==> src/design/button_debounce_long_repeat_macros.svh <==
// ----------------------------------------------------------------------------
// Button debouncer assertion macros
// Shared concurrent assertion forms, clocked on clk and held off in reset.
// ----------------------------------------------------------------------------
`ifndef BUTTON_DEBOUNCE_LONG_REPEAT_MACROS_SVH
`define BUTTON_DEBOUNCE_LONG_REPEAT_MACROS_SVH

// Check an implication at every rising edge outside reset.
`define BDLR_ASSERT_IMPL(label, ante, cons, msg) \
  label: assert property (@(posedge clk) disable iff (rst) (ante) |-> (cons)) \
    else $error(msg);

// Check an implication whose consequent must hold in the following cycle.
`define BDLR_ASSERT_NEXT(label, ante, cons, msg) \
  label: assert property (@(posedge clk) disable iff (rst) (ante) |=> (cons)) \
    else $error(msg);

`endif

==> src/design/bdlr_pkg.sv <==
// ----------------------------------------------------------------------------
// Button debouncer package
// Widths, register codes, reset values and shared structs.
// ----------------------------------------------------------------------------
`default_nettype none

package bdlr_pkg;

  localparam int unsigned TimeW    = 32;
  localparam int unsigned CfgW     = 16;
  localparam int unsigned CfgIdxW  = 3;
  localparam int unsigned InDataW  = 40;
  localparam int unsigned OutDataW = 8;

  // Register indexes on the configuration channel
  localparam logic [CfgIdxW-1:0] RegActiveLevel  = 3'd0;
  localparam logic [CfgIdxW-1:0] RegDebounceTime = 3'd1;
  localparam logic [CfgIdxW-1:0] RegLongTime     = 3'd2;
  localparam logic [CfgIdxW-1:0] RegRepeatStart  = 3'd3;
  localparam logic [CfgIdxW-1:0] RegRepeatPeriod = 3'd4;

  // Reset values
  localparam logic            RstActiveLevel  = 1'b0;
  localparam logic [CfgW-1:0] RstDebounceTime = 16'd50;
  localparam logic [CfgW-1:0] RstLongTime     = 16'd800;
  localparam logic [CfgW-1:0] RstRepeatStart  = 16'd800;
  localparam logic [CfgW-1:0] RstRepeatPeriod = 16'd120;

  typedef struct packed {
    logic            down_level;
    logic [CfgW-1:0] debounce_time;
    logic [CfgW-1:0] long_time;
    logic [CfgW-1:0] repeat_start;
    logic [CfgW-1:0] repeat_period;
  } cfg_t;

  typedef struct packed {
    logic repeat_event;
    logic long_event;
    logic release_event;
    logic press_event;
    logic is_down;
  } result_t;

endpackage

`default_nettype wire

==> src/design/bdlr_cfg_regs.sv <==
// ----------------------------------------------------------------------------
// Button debouncer configuration registers
// Decode writes by index; unknown indexes are dropped.
// ----------------------------------------------------------------------------
`default_nettype none

module bdlr_cfg_regs (
  input  wire logic                          clk,
  input  wire logic                          rst,
  input  wire logic                          wr_en,
  input  wire logic [bdlr_pkg::CfgIdxW-1:0]  wr_index,
  input  wire logic [bdlr_pkg::CfgW-1:0]     wr_data,
  output bdlr_pkg::cfg_t                     cfg
);
  import bdlr_pkg::*;

  always_ff @(posedge clk) begin
    if (rst) begin
      cfg.down_level    <= RstActiveLevel;
      cfg.debounce_time <= RstDebounceTime;
      cfg.long_time     <= RstLongTime;
      cfg.repeat_start  <= RstRepeatStart;
      cfg.repeat_period <= RstRepeatPeriod;
    end else if (wr_en) begin
      case (wr_index)
        RegActiveLevel:  cfg.down_level    <= wr_data[0];
        RegDebounceTime: cfg.debounce_time <= wr_data;
        RegLongTime:     cfg.long_time     <= wr_data;
        RegRepeatStart:  cfg.repeat_start  <= wr_data;
        RegRepeatPeriod: cfg.repeat_period <= wr_data;
        default: ;
      endcase
    end
  end

endmodule

`default_nettype wire

==> src/design/bdlr_step.sv <==
// ----------------------------------------------------------------------------
// Button debouncer poll step
// Button state registers and the one-poll update, applied when fire is high.
// ----------------------------------------------------------------------------
`default_nettype none

`include "button_debounce_long_repeat_macros.svh"

module bdlr_step (
  input  wire logic                         clk,
  input  wire logic                         rst,
  input  wire logic                         fire,
  input  wire logic                         pin_level,
  input  wire logic [bdlr_pkg::TimeW-1:0]   now_time,
  input  bdlr_pkg::cfg_t                    cfg,
  output bdlr_pkg::result_t                 res
);
  import bdlr_pkg::*;

  logic             raw_pressed;
  logic             stable_pressed;
  logic             long_done;
  logic [TimeW-1:0] raw_change_time;
  logic [TimeW-1:0] press_time;
  logic [TimeW-1:0] last_repeat_time;

  logic             pressed;
  logic             changed;
  logic             confirm;
  logic             stable_pressed_next;
  logic             long_done_base;
  logic             long_done_next;
  logic [TimeW-1:0] since_change;
  logic [TimeW-1:0] held;
  logic [TimeW-1:0] since_repeat;

  always_comb begin
    pressed = (pin_level == cfg.down_level);
    changed = (pressed != raw_pressed);
    // a fresh change restarts the debounce window at this poll
    since_change = changed ? '0 : (now_time - raw_change_time);
    confirm = (stable_pressed != pressed) &&
              (since_change >= {{(TimeW-CfgW){1'b0}}, cfg.debounce_time});
    stable_pressed_next = confirm ? pressed : stable_pressed;

    res.is_down       = stable_pressed_next;
    res.press_event   = confirm && pressed;
    res.release_event = confirm && !pressed;

    // a confirmed press restarts hold and repeat timing at this poll
    held           = res.press_event ? '0 : (now_time - press_time);
    since_repeat   = res.press_event ? '0 : (now_time - last_repeat_time);
    long_done_base = res.press_event ? 1'b0 : long_done;

    res.long_event = stable_pressed_next && !long_done_base &&
                     (held >= {{(TimeW-CfgW){1'b0}}, cfg.long_time});
    res.repeat_event = stable_pressed_next && (cfg.repeat_period != '0) &&
                       (held >= {{(TimeW-CfgW){1'b0}}, cfg.repeat_start}) &&
                       (since_repeat >= {{(TimeW-CfgW){1'b0}}, cfg.repeat_period});
    long_done_next = long_done_base || res.long_event;
  end

  always_ff @(posedge clk) begin
    if (rst) begin
      raw_pressed    <= 1'b0;
      stable_pressed <= 1'b0;
      long_done      <= 1'b0;
    end else if (fire) begin
      raw_pressed    <= pressed;
      stable_pressed <= stable_pressed_next;
      long_done      <= long_done_next;
    end
  end

  // time stamps are always written before they are read
  always_ff @(posedge clk) begin
    if (fire && changed) begin
      raw_change_time <= now_time;
    end
    if (fire && res.press_event) begin
      press_time <= now_time;
    end
    if (fire && (res.press_event || res.repeat_event)) begin
      last_repeat_time <= now_time;
    end
  end

  `BDLR_ASSERT_IMPL(a_press_excl, res.press_event, !res.release_event, "press with release")
  `BDLR_ASSERT_IMPL(a_release_up, res.release_event, !res.is_down, "release while down")
  `BDLR_ASSERT_IMPL(a_no_repeat_on_press, res.press_event, !res.repeat_event, "repeat on press")
  `BDLR_ASSERT_NEXT(a_long_once, fire && res.long_event, long_done, "long flag not held")
  `BDLR_ASSERT_IMPL(a_long_down, res.long_event || res.repeat_event, res.is_down, "hold event up")

endmodule

`default_nettype wire

==> src/design/button_debounce_long_repeat.sv <==
// ----------------------------------------------------------------------------
// Button debouncer with long press and auto-repeat
// Debounces polled pin samples and raises press, release, long and repeat events.
// ----------------------------------------------------------------------------
// Usage:
//   Feed one poll per transfer on the s_axis channel: the raw pin level and a
//   free-running millisecond timestamp. Every poll yields exactly one result
//   on the m_axis channel: the debounced state and four one-poll event bits.
//   An accepted poll waits in the input register, then the update logic
//   loads its result into the result register, from which it transfers.
//   Throughput is one poll per clock while the receiver keeps up; the only
//   path between registers is three 32-bit subtractions with their compares.
//   When the receiver stalls, the result register holds and the input
//   register still takes one poll; after that s_axis_tready drops until the
//   result drains. Button state advances only as a poll moves into the result
//   register, so no poll is lost or repeated.
//   Reset (rst, synchronous) releases the button, clears both stages and loads
//   the default thresholds. Write thresholds on the cfg channel only while no
//   poll is in flight; cfg_ready is always high.
// ----------------------------------------------------------------------------
`default_nettype none

module button_debounce_long_repeat (
  input  wire logic                             clk,
  input  wire logic                             rst,
  // slave side: [0] pin_level, [32:1] now_time, [39:33] zero
  input  wire logic                             s_axis_tvalid,
  output logic                                  s_axis_tready,
  input  wire logic [bdlr_pkg::InDataW-1:0]     s_axis_tdata,
  // master side: [0] is_down, [1] press_event, [2] release_event,
  // [3] long_event, [4] repeat_event, [7:5] zero
  output logic                                  m_axis_tvalid,
  input  wire logic                             m_axis_tready,
  output logic [bdlr_pkg::OutDataW-1:0]         m_axis_tdata,
  // configuration writes
  input  wire logic                             cfg_valid,
  output logic                                  cfg_ready,
  input  wire logic [bdlr_pkg::CfgIdxW-1:0]     cfg_index,
  input  wire logic [bdlr_pkg::CfgW-1:0]        cfg_data
);
  import bdlr_pkg::*;

  cfg_t             cfg;
  result_t          step_res;
  result_t          out_res;

  logic             in_valid;
  logic             in_pin_level;
  logic [TimeW-1:0] in_now_time;
  logic             advance;
  logic             take;

  assign cfg_ready = 1'b1;

  bdlr_cfg_regs u_cfg (
    .clk      (clk),
    .rst      (rst),
    .wr_en    (cfg_valid && cfg_ready),
    .wr_index (cfg_index),
    .wr_data  (cfg_data),
    .cfg      (cfg)
  );

  // move the held poll into the result stage when that stage is free or draining
  assign advance       = in_valid && (!m_axis_tvalid || m_axis_tready);
  assign s_axis_tready = !in_valid || advance;
  assign take          = s_axis_tvalid && s_axis_tready;

  always_ff @(posedge clk) begin
    if (rst) begin
      in_valid <= 1'b0;
    end else if (take) begin
      in_valid <= 1'b1;
    end else if (advance) begin
      in_valid <= 1'b0;
    end
  end

  always_ff @(posedge clk) begin
    if (take) begin
      in_pin_level <= s_axis_tdata[0];
      in_now_time  <= s_axis_tdata[TimeW:1];
    end
  end

  bdlr_step u_step (
    .clk       (clk),
    .rst       (rst),
    .fire      (advance),
    .pin_level (in_pin_level),
    .now_time  (in_now_time),
    .cfg       (cfg),
    .res       (step_res)
  );

  // result register: load on advance, drop once the receiver takes it
  always_ff @(posedge clk) begin
    if (rst) begin
      m_axis_tvalid <= 1'b0;
    end else if (advance) begin
      m_axis_tvalid <= 1'b1;
    end else if (m_axis_tready) begin
      m_axis_tvalid <= 1'b0;
    end
  end

  always_ff @(posedge clk) begin
    if (advance) begin
      out_res <= step_res;
    end
  end

  assign m_axis_tdata = {{(OutDataW-$bits(result_t)){1'b0}}, out_res};

endmodule

`default_nettype wire

==> config.mk <==
export PLATFORM = sky130hd
export DESIGN_NAME = button_debounce_long_repeat
export DESIGN_NICKNAME = d
export VERILOG_FILES = /design/src/design/bdlr_pkg.sv /design/src/design/bdlr_cfg_regs.sv /design/src/design/bdlr_step.sv /design/src/design/button_debounce_long_repeat.sv
export VERILOG_INCLUDE_DIRS = /design/src /design/src/design
export SDC_FILE = /design/constraint.sdc
export NUM_CORES = 1
export LEC_CHECK = 0
export BUFFER_PORTS_ARGS = -buffer_cell sky130_fd_sc_hd__buf_4
export CORE_AREA = 2 2 155 157
export DETAILED_ROUTE_END_ITERATION = 16
export DIE_AREA = 0 0 157 159
export HOLD_SLACK_MARGIN = 0.15
export MAX_ROUTING_LAYER = met4
export PLACE_DENSITY_LB_ADDON = 0.25
export SLEW_MARGIN = 20
export SYNTH_ARGS = -nofsm -noshare
export SYNTH_HDL_FRONTEND = slang
export SYNTH_SLANG_ARGS = --single-unit
==> constraint.sdc <==
create_clock -name clk -period 8.9 [get_ports clk]
set_input_delay 1.335 -clock clk [delete_from_list [all_inputs] [get_ports clk]]
set_output_delay 1.335 -clock clk [all_outputs]
set_load 0.02 [all_outputs]
==> impl_metrics.yaml, run 1 <==
floorplan:
  fp.dieW_um: 157
  dieArea_um2: 25000
  initial_core_util_pct: 62.1
  core-area_um2: 23200
  fp.dieH_um: 159
  io_pins: 75
  rows: 56
setup_path:
  crit_type: "register to register"
  worstSetupStartpointType: "register"
  timing.rr.end: "u_step.last_repeat_time[21]"
  reg2reg_depth: 31
  endpoint_kind: "register"
  required_ns: 9.05
  cp_max_fo: 32
  r2r_start: "in_now_time[3]"
  crit_buf_inv: 2
  max_stage_delay_ns: 0.66
  rrSetupSlack_ns: 0.65
  crit_slowest_cell: "a2111oi_0"
  crit_family: "compound AO/OA/AOI/OAI gates"
  cp.arrival_ns: 8.40
synth:
  avgSynthCellArea_um2: 8.67
  synth-async-reset-ratio_pct: 0
  postSynthCellCount: 1662
  synth_area_leaders: "edfxtp_1, ha_1, dfxtp_1"
  netlist-cell-type-count: 84
  syn_area_um2: 14400
  synth_top_cell_by_area: "edfxtp_1"
  yosysMostFrequentCell: "nand2_1"
  ys_dominant_reg_cell: "edfxtp_1"
  synth_xor_area_share_pct: 3.28
  yosys.area_share.simple_pct: 18.3
  yosys.area_share.adder_pct: 13.9
  yosys_warnings: 0
  synth_top_family_by_area: "compound AO/OA/AOI/OAI gates"
  synth_edf_count: 134
  synth.top_cell.area_share_pct: 27.9
  ys_seq_area_share_pct: 37.7
  muxShareOfSynthArea_pct: 0.721
  ys_top_cells_by_count: "nand2_1, inv_1, a21oi_1"
  synth_compound_area_share_pct: 19.5
  ys_seq_elements: 204
power:
  power_w: 0.00271
  power.density_nw_per_um2: 171
  p_leak_nw: 6.70
  max-vdd-ir-drop_mv: 0.166
timing:
  period_needed_ns: 8.25
  rsz0062_at_grt: "false"
  worst_slew_margin_rel_pct: 49.3
  fin_setup_tns_ns: 0
  setup_viol: 0
  worst_pin_slew_ns: 0.758
  finalClockSkew_ns: 0.0249
  fmax_mhz: 121
  maxSlewViolCount: 0
  fin_crit_sh_pct: 92.7
  finalHoldViolCount: 0
worst_hold_path:
  min_path_cells: 2
  hold_class: "register to register"
  hold_end: "u_cfg.cfg[42]"
  hold_start: "u_cfg.cfg[42]"
clocking:
  clk_pin_slew_ns: 0.06
  clock_path_buffers: 3
  cts_hold_buf: 0
  tritoncts: "built"
  cts_repair_resize_count: 0
  cts_buffers: 23
  cts_setup_buffers: 0
  clock_sinks: 204
  insertion_delay_ns: 0.52
  cts_root_buf: "clkbuf_16"
  h-tree-depth: 1
status:
  status: "complete, no violations"
global_route:
  grt_pass1_wl_mm: 57.8
  antenna_found_initial: 0
  grt_pass1_vias: 11343
  grt-ovfl-total: 0
  grt_max_degree: 72
  grt_usage_pct: 29.6
placement:
  numPortBuffers: 63
  dp_hpwl_mm: 27.8
  place.gp.congestion: 0.941
final_layout:
  nets: 1929
  area_growth_syn_to_layout_pct: 9.84
  regArea_um2: 5430
  fillers: 1884
  multiInputGateArea_um2: 8040
  antennaDiodeCount: 0
  drive_above_1_share_pct: 7.25
drt:
  wl_per_cell_um: 17.6
  first_pass_iters: 5
  drc: 0
  ant_nets: 0
  totalWireLength_mm: 35.9
  first_iter_violations: 1046
  avgViaCountPerCell: 5.98
  dr_total_vias: 12205
flow_run:
  max_cap_violations: 0
through the flow:
stage	cells	utilization [%]	hold WS [ns]	area (um^2)	setup WS, ns
3_5_place_dp	2001	65.1	0.446	15100	0.845
6_report	2042	68.2	0.455	15800	0.651
5_1_grt	2042	68.2	0.473	15800	0.126
4_1_cts	2042	68.2	0.455	15800	0.766
2_1_floorplan	1664	-	0.436	14400	2.24
3_3_place_gp	2001	65.1	0.444	15100	0.929
layout by cell type, fill, tap and decap left out, drive strengths merged, types with 7 or more instances in the layout:
master,instances
nand3,27
o211ai,12
nand2,210
and3,16
edfxtp,134
nor2b,22
a21o,42
o22ai,7
ha,155
nor2,119
inv,188
nor4,11
xnor2,29
a211o,11
a211oi,19
clkbuf,31
nand2b,26
or2,10
mux2i,7
nand3b,14
and2,12
clkinv,9
nor3,26
nand4,27
a21boi,7
a21oi,173
o21ai,74
o21a,19
xor2,25
buf,72
or3,11
dfxtp,70
a31oi,13
worst max path at each step:
stage / to / from / cells after the start / slack [ns]
2_1_floorplan: u_step.last_repeat_time[0] / in_now_time[1] / 35 / 2.24
3_3_place_gp: u_step.last_repeat_time[25] / in_now_time[3] / 30 / 0.93
3_5_place_dp: u_step.last_repeat_time[27] / in_now_time[3] / 31 / 0.85
4_1_cts: u_step.last_repeat_time[25] / in_now_time[3] / 31 / 0.77
5_1_grt: u_step.last_repeat_time[23] / in_now_time[0] / 33 / 0.13
6_report: u_step.last_repeat_time[21] / in_now_time[3] / 31 / 0.65
final cells by class:
type,count,area share [%]
multi-input combinational,1219,50.8
sequential,204,34.3
inverter,187,4.44
clock buffer,31,4.15
timing repair buffer,72,3.42
tap,319,2.52
clock inverter,10,0.387
routing by layer:
| layer | vias up | wire (um) | track usage, % |
|---|---|---|---|
| met3 | 50 | 2450 | 3.92 |
| met4 | 0 | 673 | 5.71 |
| met5 | - | 0 | - |
| li1 | 6006 | - | - |
| met1 | 5746 | 16800 | 42.7 |
| met2 | 403 | 16000 | 45.1 |
report_power, final:
part | leakage, nW | internal (W) | switching (W)
clock network | 0.355 | 0.000519 | 0.000387
logic | 4.53 | 0.000278 | 0.000427
registers | 1.82 | 0.00106 | 0.0000323
kinds of logic (layout without fill, tap and decap cells):
kind of cell               after synthesis  in the layout
and+or+nand+nor                        551            551
muxes                                   10             10
AOI/OAI and AO/OA                      442            442
DFF                                    204            204
xor gates and xnor gates                54             54
adders and majority gates              158            158
buffers and inverters                  241            300
other                                    2              4
sequential cells by signal, summed over array words and instances (netlist names):
register,cells
in_now_time,32
in_pin_level,1
in_valid,1
m_axis_tdata,5
m_axis_tvalid,1
u_cfg.cfg,65
u_step.last_repeat_time,32
u_step.long_done,1
u_step.press_time,32
u_step.raw_change_time,32
u_step.raw_pressed,1
u_step.stable_pressed,1
tightest hold or removal path, stage by stage (launching register included):
cell and delay (ns):
dfxtp_1 0.31, nand2_1 0.05, a21oi_1 0.05
No activity file was read; power rests on OpenSTA's default activity.
==> run 2: changes to the inputs <==
--- a/config.mk
+++ b/config.mk
@@ -6,10 +6,11 @@
 export SDC_FILE = /design/constraint.sdc
 export NUM_CORES = 1
 export LEC_CHECK = 0
+export ABC_AREA = 1
 export BUFFER_PORTS_ARGS = -buffer_cell sky130_fd_sc_hd__buf_4
-export CORE_AREA = 2 2 155 157
+export CORE_AREA = 2 2 156 158
 export DETAILED_ROUTE_END_ITERATION = 16
-export DIE_AREA = 0 0 157 159
+export DIE_AREA = 0 0 158 160
 export HOLD_SLACK_MARGIN = 0.15
 export MAX_ROUTING_LAYER = met4
 export PLACE_DENSITY_LB_ADDON = 0.25
==> run 2 against run 1 <==
Highest routed layer unchanged. Non-clock buffer count down 4. Critical path depth up 4. Via count up 7.2%. Core utilization up 0.19 points. Critical endpoint is now u_step.last_repeat_time[25]. Sequential cell count unchanged. Sequential share of layout area down 1.0 points. Register-to-register slack better by 1.5 ns. Hold slack better by 0.0083 ns. Final area up 3.0%.
==> impl_metrics.yaml, run 2 <==
synth:
  synth_edf_count: 134
  syn_area_um2: 14700
  postSynthCellCount: 1964
  synth.top_cell.area_share_pct: 27.4
  synth_top_cell_by_area: "edfxtp_1"
  avgSynthCellArea_um2: 7.48
  ys_seq_area_share_pct: 36.9
  ys_seq_elements: 204
  synth-async-reset-ratio_pct: 0
  ys_dominant_reg_cell: "edfxtp_1"
  netlist-cell-type-count: 49
  ys_top_cells_by_count: "nand2_1, inv_1, a21oi_1"
  yosys_warnings: 0
  yosysMostFrequentCell: "nand2_1"
  synth_area_leaders: "edfxtp_1, ha_1, nand2_1"
drt:
  avgViaCountPerCell: 5.50
  met1_length_mm: 17.4
  first_pass_iters: 5
  wl_per_cell_um: 16.4
  routed-wl-met2_mm: 17.6
  dr_total_vias: 13084
  top_layer: "met4"
  ant_nets: 0
  met3_wirelength_mm: 2.37
  totalWireLength_mm: 39.0
  first_iter_violations: 984
  drc: 0
timing:
  rsz0062_at_grt: "false"
  fmax_mhz: 147
  maxSlewViolCount: 0
  fin_crit_sh_pct: 76.4
  fin_ws_ns: 2.10
  finalHoldViolCount: 0
  finalClockSkew_ns: 0.0194
  period_needed_ns: 6.80
  setup_viol: 0
  worst_pin_slew_ns: 0.848
  fin_setup_tns_ns: 0
  worst_slew_margin_rel_pct: 43.3
floorplan:
  core-area_um2: 23800
  dieArea_um2: 25300
  io_pins: 75
  fp.dieH_um: 160
  rows: 57
  fp.dieW_um: 158
  initial_core_util_pct: 61.7
setup_path:
  crit_end: "u_step.last_repeat_time[25]"
  worstSetupStartpointType: "register"
  crit_type: "register to register"
  max_stage_delay_ns: 0.47
  crit_slowest_cell: "edfxtp_1"
  endpoint_kind: "register"
  r2r_start: "in_now_time[0]"
  cp_max_fo: 35
  rrSetupSlack_ns: 2.10
  cp.arrival_ns: 6.96
  required_ns: 9.06
  critPathLaunch: "in_now_time[0]"
  timing.rr.end: "u_step.last_repeat_time[25]"
  reg2reg_depth: 35
global_route:
  grt_pass1_wl_mm: 62.3
  antenna_found_initial: 0
  grt_usage_pct: 32.1
  grt_pass1_vias: 12273
  grt-ovfl-total: 0
  grt_max_degree: 56
clocking:
  clock_sinks: 204
  cts_root_buf: "clkbuf_16"
  cts_setup_buffers: 0
  clk_pin_slew_ns: 0.06
  cts_hold_buf: 0
  tritoncts: "built"
  h-tree-depth: 1
  cts_buffers: 25
  insertion_delay_ns: 0.53
  cts_repair_resize_count: 0
  clock_path_buffers: 3
power:
  power_w: 0.00286
  power.density_nw_per_um2: 176
  max-vdd-ir-drop_mv: 0.169
  p_leak_nw: 8.00
final_layout:
  largest_register: "u_cfg.cfg"
  layout_commonest_cell: "nand2_1"
  largest_reg_flops: 65
  area_growth_syn_to_layout_pct: 11.0
  layout_common_cells: "nand2_1, inv_1, a21oi_1"
  finalNonFillerCells: 2380
  drive_above_1_share_pct: 7.49
  nets: 2260
  final_area_um2: 16300
  antennaDiodeCount: 0
placement:
  dp_cells: 2335
  place_area_um2: 15500
  numPortBuffers: 63
  dp_hpwl_mm: 30.6
  place.gp.congestion: 0.994
  pre_cts_ws_ns: 2.27
worst_hold_path:
  hold_class: "register to register"
  min_path_cells: 2
status:
  status: "complete, no violations"
flow_run:
  max_cap_violations: 0
[run 2: final cells by class]
class | instances | area, um^2
Multi-Input combinational cell | 1348 | 7710
Fill cell | 2111 | 7520
Inverter | 391 | 1470
Timing Repair Buffer | 68 | 510
Sequential cell | 204 | 5430
Tap cell | 324 | 405
Clock inverter | 16 | 115
Clock buffer | 29 | 671
[run 2: how the worst min path moves through the flow]
stage,start,endpoint,slack [ns]
2_1_floorplan,u_cfg.cfg[17],u_cfg.cfg[17],0.44
3_3_place_gp,u_cfg.cfg[17],u_cfg.cfg[17],0.45
3_5_place_dp,u_cfg.cfg[44],u_cfg.cfg[44],0.45
4_1_cts,u_cfg.cfg[26],u_cfg.cfg[26],0.46
5_1_grt,u_cfg.cfg[29],u_cfg.cfg[29],0.48
6_report,u_cfg.cfg[54],u_cfg.cfg[54],0.46
[run 2: kinds of logic after synthesis]
family                     share of synthesized area, %
buffers and inverters                              10.7
xor gates and xnor gates                           3.10
and+or+nand+nor                                    22.0
DFF                                                36.9
other                                            0.0511
adders and majority gates                          13.6
AOI/OAI and AO/OA                                  13.6
[run 2: per-layer routing]
metal / track usage, % / up-vias
met5: - / -
met4: 11.6 / 0
met3: 3.20 / 104
met2: 51.1 / 489
met1: 42.6 / 5908
li1: - / 6583
[run 2: through the flow]
step	hold WS (ns)	utilization [%]
global placement	0.447	65.1
floorplan	0.435	-
global route	0.483	68.4
detailed placement	0.455	65.1
CTS	0.465	68.4
finish	0.464	68.4
[run 2: worst max-delay path, delay by kind of cell (launching register included)]
| family | cells | cell delay, ns |
|---|---|---|
| buf+inv | 5 | 0.91 |
| compound gates | 13 | 1.79 |
| simple gates | 13 | 1.96 |
| fa+ha+maj | 4 | 1.22 |
| flops | 1 | 0.47 |
[run 2: report_power, final]
group	total, W	switching [W]	internal (W)
Combinational	0.000790	0.000504	0.000286
Clock	0.000966	0.000400	0.000567
Sequential	0.00111	0.0000360	0.00107
